### config.mk
export PLATFORM = sky130hd
export DESIGN_NAME = base64_stream_codec
export DESIGN_NICKNAME = d
export VERILOG_FILES = /design/src/rtl/b64sc_pkg.sv /design/src/rtl/base64_stream_codec.sv /design/src/rtl/b64sc_front.sv /design/src/rtl/b64sc_queue.sv /design/src/rtl/b64sc_back.sv
export SDC_FILE = /design/constraint.sdc
export NUM_CORES = 1
export LEC_CHECK = 0
export BUFFER_PORTS_ARGS = -buffer_cell sky130_fd_sc_hd__buf_2
export CORE_MARGIN = 2
export CORE_UTILIZATION = 60
export DETAILED_ROUTE_END_ITERATION = 6
export PLACE_DENSITY = 0.84
export SYNTH_ARGS = -nofsm -noshare
export SYNTH_HDL_FRONTEND = slang
export SYNTH_HIERARCHICAL = 1
export SYNTH_SLANG_ARGS = --single-unit
export TNS_END_PERCENT = 10
### constraint.sdc
create_clock -name clock -period 4.45 [get_ports clock]
set_input_delay 0 -clock clock [delete_from_list [all_inputs] [get_ports clock]]
set_output_delay 0 -clock clock [all_outputs]
set_load 0.02 [all_outputs]
### src/rtl/b64sc_pkg.sv
// package: payload structs, job record and alphabet helpers for the base64 codec
`default_nettype none
package b64sc_pkg;

   localparam logic [7:0] PAD_CHAR = 8'h3D;
   localparam logic [7:0] CHAR_CR  = 8'h0D;
   localparam logic [7:0] CHAR_LF  = 8'h0A;
   localparam logic [7:0] CHAR_TAB = 8'h09;
   localparam logic [7:0] CHAR_SP  = 8'h20;
   localparam logic       DIR_ENCODE = 1'b0;
   localparam logic       DIR_DECODE = 1'b1;

   typedef struct packed {
      logic [7:0] data_byte;
      logic       end_of_message;
   } req_type;

   typedef struct packed {
      logic [7:0] out_byte;
      logic       has_data;
      logic       last_of_run;
      logic       message_done;
   } rsp_type;

   // one request's worth of results, chars[0] goes out first
   typedef struct packed {
      logic [3:0][7:0] chars;
      logic [2:0]      count;
      logic            marker;
      logic            eom;
   } job_type;

   function automatic logic [7:0] char_of(input logic [5:0] six);
      logic [7:0] c;
      if (six < 6'd26)       c = 8'h41 + {2'b00, six};
      else if (six < 6'd52)  c = 8'h61 + {2'b00, six} - 8'd26;
      else if (six < 6'd62)  c = 8'h30 + {2'b00, six} - 8'd52;
      else if (six == 6'd62) c = 8'h2B;
      else                   c = 8'h2F;
      return c;
   endfunction

   function automatic logic [5:0] symbol_of(input logic [7:0] c);
      logic [7:0] s;
      if (c >= 8'h41 && c <= 8'h5A)      s = c - 8'h41;
      else if (c >= 8'h61 && c <= 8'h7A) s = c - 8'h61 + 8'd26;
      else if (c >= 8'h30 && c <= 8'h39) s = c - 8'h30 + 8'd52;
      else if (c == 8'h2B)               s = 8'd62;
      else if (c == 8'h2F)               s = 8'd63;
      else                               s = 8'd0;
      return s[5:0];
   endfunction

   // bytes given out by a decode group with this many pads
   function automatic logic [2:0] flush_count(input logic [2:0] pads);
      logic [2:0] n;
      if (pads >= 3'd3) n = 3'd0;
      else              n = 3'd3 - pads;
      return n;
   endfunction

endpackage
`default_nettype wire

### src/rtl/base64_stream_codec.sv
// top level: base64 encoder / decoder with a job queue between front and back
//
//   channel  ports                       moves
//   req      req_valid req_stall req_*   one byte or character in
//   rsp      rsp_valid rsp_stall rsp_*   one character, byte or end marker out
//   csr      csr_valid csr_ready csr_*   direction register write
//
// a request is taken when the job queue has room; it makes 0 to 4
// results, given out one per cycle while rsp_stall is low from the output register,
// so an encode group of three bytes gives four results at the result port.
// reset clears group state, the queue and the output register; direction is encode.
// rsp_stall holds the result register, the queue fills, then req_stall rises.
`default_nettype none
module base64_stream_codec
   import b64sc_pkg::*;
#(
   parameter int QUEUE_DEPTH = 2
) (
   input  wire logic    clock,
   input  wire logic    reset,
   input  wire logic    req_valid,
   output logic         req_stall,
   input  wire req_type req_payload,
   output logic         rsp_valid,
   input  wire logic    rsp_stall,
   output rsp_type      rsp_payload,
   input  wire logic    csr_valid,
   output logic         csr_ready,
   input  wire logic    csr_data
);

   logic    full, empty, push, pop, accept;
   job_type job, head;

   assign req_stall = full;
   assign accept    = req_valid && !full;
   assign csr_ready = 1'b1;

   b64sc_front u_front (
      .clock     (clock),
      .reset     (reset),
      .accept    (accept),
      .req       (req_payload),
      .csr_write (csr_valid && csr_ready),
      .csr_value (csr_data),
      .push      (push),
      .job       (job)
   );

   b64sc_queue #(.DEPTH(QUEUE_DEPTH)) u_queue (
      .clock    (clock),
      .reset    (reset),
      .push     (push),
      .push_job (job),
      .pop      (pop),
      .full     (full),
      .empty    (empty),
      .head     (head)
   );

   b64sc_back u_back (
      .clock       (clock),
      .reset       (reset),
      .empty       (empty),
      .head        (head),
      .pop         (pop),
      .rsp_valid   (rsp_valid),
      .rsp_stall   (rsp_stall),
      .rsp_payload (rsp_payload)
   );

endmodule
`default_nettype wire

### src/rtl/b64sc_front.sv
// front end: accepts requests, keeps group state and builds result jobs
`default_nettype none
module b64sc_front
   import b64sc_pkg::*;
(
   input  wire logic    clock,
   input  wire logic    reset,
   input  wire logic    accept,
   input  wire req_type req,
   input  wire logic    csr_write,
   input  wire logic    csr_value,
   output logic         push,
   output job_type      job
);

   logic        direction_ff, direction_in;
   logic [23:0] group_ff, group_in;
   logic [1:0]  slot_ff, slot_in;
   logic [2:0]  pad_ff, pad_in;

   logic [23:0] enc_group;
   logic [2:0]  enc_slot;
   logic        is_ws;
   logic [2:0]  dec_pad;
   logic [23:0] dec_group;
   logic [2:0]  dec_slot;
   logic [2:0]  missing;
   logic [2:0]  tail_pads;
   logic [23:0] tail_group;

   always_ff @(posedge clock) begin
      if (reset) begin
         direction_ff <= DIR_ENCODE;
         group_ff     <= '0;
         slot_ff      <= '0;
         pad_ff       <= '0;
      end else begin
         direction_ff <= direction_in;
         group_ff     <= group_in;
         slot_ff      <= slot_in;
         pad_ff       <= pad_in;
      end
   end

   always_comb begin
      case (slot_ff)
         2'd0:    enc_group = group_ff | {req.data_byte, 16'h0000};
         2'd1:    enc_group = group_ff | {8'h00, req.data_byte, 8'h00};
         default: enc_group = group_ff | {16'h0000, req.data_byte};
      endcase
      enc_slot  = {1'b0, slot_ff} + 3'd1;
      is_ws     = (req.data_byte == CHAR_CR) || (req.data_byte == CHAR_LF) ||
                  (req.data_byte == CHAR_TAB) || (req.data_byte == CHAR_SP);
      dec_pad   = pad_ff + {2'b00, req.data_byte == PAD_CHAR};
      dec_group = {group_ff[17:0], symbol_of(req.data_byte)};
      dec_slot  = {1'b0, slot_ff} + 3'd1;
   end

   always_comb begin
      direction_in = direction_ff;
      group_in     = group_ff;
      slot_in      = slot_ff;
      pad_in       = pad_ff;
      job          = '0;
      push         = 1'b0;
      missing      = '0;
      tail_pads    = '0;
      tail_group   = '0;
      if (accept) begin
         job.eom = req.end_of_message;
         if (direction_ff == DIR_ENCODE) begin
            if (enc_slot == 3'd3) begin
               job.chars[0] = char_of(enc_group[23:18]);
               job.chars[1] = char_of(enc_group[17:12]);
               job.chars[2] = char_of(enc_group[11:6]);
               job.chars[3] = char_of(enc_group[5:0]);
               job.count    = 3'd4;
               group_in     = '0;
               slot_in      = '0;
            end else begin
               group_in = enc_group;
               slot_in  = enc_slot[1:0];
               if (req.end_of_message) begin
                  job.chars[0] = char_of(enc_group[23:18]);
                  job.chars[1] = char_of(enc_group[17:12]);
                  job.chars[2] = (enc_slot == 3'd2) ? char_of(enc_group[11:6]) : PAD_CHAR;
                  job.chars[3] = PAD_CHAR;
                  job.count    = 3'd4;
               end
            end
         end else begin
            if (!is_ws) begin
               if (dec_slot == 3'd4) begin
                  job.chars[0] = dec_group[23:16];
                  job.chars[1] = dec_group[15:8];
                  job.chars[2] = dec_group[7:0];
                  job.count    = flush_count(dec_pad);
                  group_in     = '0;
                  slot_in      = '0;
                  pad_in       = '0;
               end else begin
                  group_in = dec_group;
                  slot_in  = dec_slot[1:0];
                  pad_in   = dec_pad;
               end
            end
            // short final group: missing symbols act as pads
            if (req.end_of_message && slot_in != 2'd0) begin
               missing   = 3'd4 - {1'b0, slot_in};
               tail_pads = pad_in + missing;
               case (slot_in)
                  2'd1:    tail_group = {group_in[5:0], 18'h00000};
                  2'd2:    tail_group = {group_in[11:0], 12'h000};
                  default: tail_group = {group_in[17:0], 6'h00};
               endcase
               job.chars[0] = tail_group[23:16];
               job.chars[1] = tail_group[15:8];
               job.chars[2] = tail_group[7:0];
               job.count    = flush_count(tail_pads);
            end
         end
         if (req.end_of_message) begin
            group_in = '0;
            slot_in  = '0;
            pad_in   = '0;
            if (job.count == 3'd0) begin
               job.chars  = '0;
               job.count  = 3'd1;
               job.marker = 1'b1;
            end
         end
         push = (job.count != 3'd0);
      end
      if (csr_write) begin
         direction_in = csr_value;
         group_in     = '0;
         slot_in      = '0;
         pad_in       = '0;
      end
   end

endmodule
`default_nettype wire

### src/rtl/b64sc_queue.sv
// job queue between the front end and the result serializer
`default_nettype none
module b64sc_queue
   import b64sc_pkg::*;
#(
   parameter int DEPTH = 2
) (
   input  wire logic    clock,
   input  wire logic    reset,
   input  wire logic    push,
   input  wire job_type push_job,
   input  wire logic    pop,
   output logic         full,
   output logic         empty,
   output job_type      head
);

   localparam int PW = (DEPTH > 1) ? $clog2(DEPTH) : 1;
   localparam int CW = $clog2(DEPTH + 1);
   localparam logic [PW-1:0] LAST_PTR = PW'(DEPTH - 1);
   localparam logic [CW-1:0] FULL_CNT = CW'(DEPTH);

   job_type       store [DEPTH];
   logic [PW-1:0] wr_ptr_ff, wr_ptr_in;
   logic [PW-1:0] rd_ptr_ff, rd_ptr_in;
   logic [CW-1:0] count_ff, count_in;
   logic          do_push, do_pop;

   assign full    = (count_ff == FULL_CNT);
   assign empty   = (count_ff == '0);
   assign head    = store[rd_ptr_ff];
   assign do_push = push && !full;
   assign do_pop  = pop && !empty;

   always_comb begin
      wr_ptr_in = wr_ptr_ff;
      rd_ptr_in = rd_ptr_ff;
      count_in  = count_ff;
      if (do_push) wr_ptr_in = (wr_ptr_ff == LAST_PTR) ? '0 : wr_ptr_ff + 1'b1;
      if (do_pop)  rd_ptr_in = (rd_ptr_ff == LAST_PTR) ? '0 : rd_ptr_ff + 1'b1;
      if (do_push && !do_pop)      count_in = count_ff + 1'b1;
      else if (!do_push && do_pop) count_in = count_ff - 1'b1;
   end

   always_ff @(posedge clock) begin
      if (reset) begin
         wr_ptr_ff <= '0;
         rd_ptr_ff <= '0;
         count_ff  <= '0;
      end else begin
         wr_ptr_ff <= wr_ptr_in;
         rd_ptr_ff <= rd_ptr_in;
         count_ff  <= count_in;
      end
   end

   always_ff @(posedge clock) begin
      if (do_push) store[wr_ptr_ff] <= push_job;
   end

endmodule
`default_nettype wire

### src/rtl/b64sc_back.sv
// back end: walks each job and drives one result per cycle, unless stalled, from an output register
`default_nettype none
module b64sc_back
   import b64sc_pkg::*;
(
   input  wire logic    clock,
   input  wire logic    reset,
   input  wire logic    empty,
   input  wire job_type head,
   output logic         pop,
   output logic         rsp_valid,
   input  wire logic    rsp_stall,
   output rsp_type      rsp_payload
);

   logic       valid_ff, valid_in;
   rsp_type    out_ff, out_in;
   logic [1:0] idx_ff, idx_in;
   logic       load;
   logic       last;

   assign rsp_valid   = valid_ff;
   assign rsp_payload = out_ff;

   always_comb begin
      load     = !empty && (!valid_ff || !rsp_stall);
      last     = ({1'b0, idx_ff} == head.count - 3'd1);
      pop      = load && last;
      valid_in = valid_ff;
      out_in   = out_ff;
      idx_in   = idx_ff;
      if (valid_ff && !rsp_stall) valid_in = 1'b0;
      if (load) begin
         valid_in            = 1'b1;
         out_in.out_byte     = head.chars[idx_ff];
         out_in.has_data     = !head.marker;
         out_in.last_of_run  = last;
         out_in.message_done = last && head.eom;
         idx_in              = last ? 2'd0 : idx_ff + 2'd1;
      end
   end

   always_ff @(posedge clock) begin
      if (reset) begin
         valid_ff <= 1'b0;
         idx_ff   <= '0;
      end else begin
         valid_ff <= valid_in;
         idx_ff   <= idx_in;
      end
   end

   always_ff @(posedge clock) begin
      out_ff <= out_in;
   end

endmodule
`default_nettype wire

==> impl_metrics.py <==
metrics = {
    "global_route": {
        "use_met3": 0.1083,
        "first_global_vias": 8088,
        "grt_max_degree": 38,
        "grt_pass1_wl_um": 44820,
        "met1_usage": 0.4666,
        "busiest_layer": "met2",
        "grtUsageMet2": 0.5498,
        "antenna_found_initial": 0,
        "overflow": 0,
        "grt_usage": 0.3667,
    },
    "run": {
        "cap_violations": 0,
    },
    "clock_tree": {
        "clock_sinks": 123,
        "htreeDepth": 4,
        "clock_latency_ps": 420,
        "cts_made_buffers": 17,
        "cts_tree": "done",
        "post_cts_buffers": 0,
        "clkTransAtPathRegs_ps": 60,
        "clock_path_buffers": 2,
        "cts-root-buf": "clkbuf_16",
    },
    "setup_path": {
        "r2r_slack_ps": 460,
        "slowest_stage": "dfxtp_1",
        "critPathMaxStageDelay_ps": 610,
        "startpoint_type": "register",
        "crit_chain": "ha_1 -> inv_1 -> and3_1 -> a21oi_1 -> ha_1 -> inv_1 -> ha_1 -> or3_4 -> a211oi_4 -> o31ai_4 -> buf_4 -> a221oi_1",
        "criticalPathCategory": "register to register",
        "path_common_cell": "ha_1",
        "cp.required_ps": 4640,
        "r2r_cells": 12,
        "reg2reg_to": "u_queue/store[1][19]",
        "critPathArrivalTime_ps": 4180,
        "cp_max_fo": 17,
        "r2r_start": "u_front/slot_ff[0]",
        "endpoint_kind": "register",
    },
    "floorplan": {
        "die_width_um": 125.6,
        "ios": 29,
        "initial_utilization": 0.6123,
        "num_rows": 44,
        "dieHeight_um": 125.6,
        "core_um2": 14480,
        "die_area_um2": 15770,
    },
    "synth": {
        "netlist_top_cells_count": "92 x nor2_1, 85 x edfxtp_1, 80 x a21oi_1",
        "syn_avg_cell_area_um2": 9.188,
        "yosys.area.top_type": "edfxtp_1",
        "synth_seq_cells": 123,
        "netlist.area_leader.share": 0.2879,
        "synthFlopType": "edfxtp_1",
        "synthArstFlopShare": 0,
        "synth_top_cells_by_area": "edfxtp_1 29%, dfxtp_1 8.6%, ha_1 5.8%",
        "synth_cell_types": 84,
        "synth_nets": 1021,
        "netlist_instances": 965,
        "synth_edf_count": 85,
        "post-synth-top-count-cell": "nor2_1",
        "yosysWarningCount": 6,
        "seq_area_frac_synth": 0.3737,
        "synth_area_um2": 8866,
    },
    "min_path": {
        "holdPathEnd": "u_front/group_ff[3]",
        "min_path_cells": 3,
        "hold_path.startpoint": "csr_valid",
        "min_path_type": "input pin to register",
    },
    "power_and_ir_drop": {
        "p_int_w": 0.002474,
        "p_clk_frac": 0.388,
        "netSwitchingPower_w": 0.001086,
        "p_per_area_nw_per_um2": 361.4,
        "swShare": 0.3050,
        "ir_worst_vdd_mv": 0.2371,
        "p_leak_nw": 3.543,
        "pwr-share-seq": 0.394,
        "power_frac_comb": 0.218,
    },
    "drt": {
        "vias": 8544,
        "drt_iter0_markers": 1414,
        "drt-total-wl_um": 28830,
        "first_pass_iters": 7,
        "drc": 31,
        "viasPerCell": 7.235,
        "post_drt_wl_per_cell_um": 24.41,
        "final_antenna_net_count": 0,
    },
    "timing": {
        "slew_violations": 0,
        "min_period_ps": 3989,
        "tightest_slew_ps": 1123,
        "clock.fmax_ghz": 0.2507,
        "setup_tns_ps": 0,
        "hold-worst-slack_ps": 83.45,
        "clock_skew_ps": 11.05,
        "hold_viol": 0,
        "final.period_utilization": 0.8964,
        "setup_viol": 0,
        "slew_headroom": 0.2454,
        "rsz0062_at_grt": "no",
    },
    "layout": {
        "n_fill_cell": 1124,
        "antenna_cells": 0,
        "multi_input_area_um2": 5121,
        "areaGrowthSynthToFinish_pct": 11.09,
        "design_area_um2": 9849,
        "layout-drive-gt1-share": 0.1615,
        "final-seq-area_um2": 3313,
        "layout.nets": 1040,
        "post-route-util": 0.6803,
    },
    "placement": {
        "place.port_buffers": 27,
        "placed_area_um2": 9193,
        "place.gp.congestion": 1.063,
        "dp_hpwl_um": 20160,
    },
    "run_status": {
        "status": "finished, violations left",
        "violations": "design-rule violations",
    },
}
[power groups by stage]
| stage | Combinational (W) | Clock [W] | Sequential [W] |
|---|---|---|---|
| 6_report | 0.000774 | 0.00138 | 0.00140 |
| 5_1_grt | 0.000824 | 0.00144 | 0.00141 |
| 4_1_cts | 0.000755 | 0.00139 | 0.00140 |
| 3_5_place_dp | 0.000737 | 0 | 0.00142 |
| 3_3_place_gp | 0.000720 | 0 | 0.00142 |
| 2_1_floorplan | 0.000504 | 0 | 0.00143 |
[per-layer routing]
metal  routed length, µm  part of all wire
met5                   0                 0
met4                2020             0.070
met3                3276              0.11
met2               12610              0.44
met1               10930              0.38
[cell usage in the layout, fill, tap and decap left out, types with 7 or more instances in the layout]
cell / instances
a211oi_1: 15
a21o_1: 17
a21oi_1: 80
a221oi_1: 8
a22oi_1: 16
a31oi_1: 20
and3_1: 14
buf_2: 27
buf_4: 23
clkbuf_16: 19
dfxtp_1: 38
edfxtp_1: 85
ha_1: 41
inv_1: 44
mux2_2: 39
mux2i_1: 9
mux4_2: 8
nand2_1: 74
nand3_1: 17
nor2_1: 92
nor2b_1: 10
nor3_1: 30
o21a_1: 7
o21ai_0: 51
o221ai_1: 15
o22ai_1: 11
or3_1: 15
xnor2_1: 8
xor2_1: 11
[layout make-up]
class / count / area share
Multi-Input combinational cell: 736 / 0.5199
Clock buffer: 22 / 0.05043
Clock inverter: 10 / 0.01016
Sequential cell: 123 / 0.3364
Tap cell: 184 / 0.02337
Inverter: 48 / 0.01829
Timing Repair Buffer: 58 / 0.04141
[timing repair]
item / in CTS / in global routing
resized for setup: 0 / 0
hold buffers: 6 / 0
endpoints found under the hold margin: 8 / 0
[kinds of logic after synthesis]
logic type,after synthesis,synth area share
xor+xnor,19,0.01877
flops,123,0.3737
simple gates,297,0.1660
buf+inv,106,0.04968
mux,57,0.08256
other cells,1,0.0004230
fa+ha+maj,41,0.05786
compound gates,321,0.2511
[registers in the layout (all words and copies together), names as in the netlist, 2 cells and up, named ones only]
name / count
u_queue/count_ff: 2
u_back/rsp_payload: 11
u_front/pad_ff: 3
u_front/slot_ff: 2
u_front/group_ff: 24
u_queue/store: 74
u_back/idx_ff: 2
[worst max path at each step]
stage	startpoint	end	slack (ps)	depth (start not counted)
final	u_front/slot_ff[0]	u_queue/store[1][19]	460	12
after global routing	u_front/slot_ff[1]	u_queue/store[0][26]	310	9
after CTS	u_front/slot_ff[0]	u_queue/store[1][19]	620	12
after detailed placement	req_payload[2]	u_queue/store[1][11]	460	15
after global placement	req_payload[6]	u_queue/store[0][19]	620	15
after floorplan	req_payload[2]	u_queue/store[0][18]	890	16
[stage by stage]
step	power (W)	instances	setup WS [ps]
CTS	0.003546	1181	616.5
detailed placement	0.002161	1143	460.9
floorplan	0.001930	965	893.9
global placement	0.002136	1143	618.2
finish	0.003560	1181	461.1
global route	0.003676	1181	311.6
[worst max-delay path, delay by kind of cell (launching register included)]
family,cells,cell delay (ps)
AO/OA/AOI/OAI,4,950
adder cells (fa/ha/maj),3,960
buffers and inverters,3,570
flip-flops,1,610
AND/OR/NAND/NOR,2,680
Note: power is estimated with default switching activity, not from simulation.
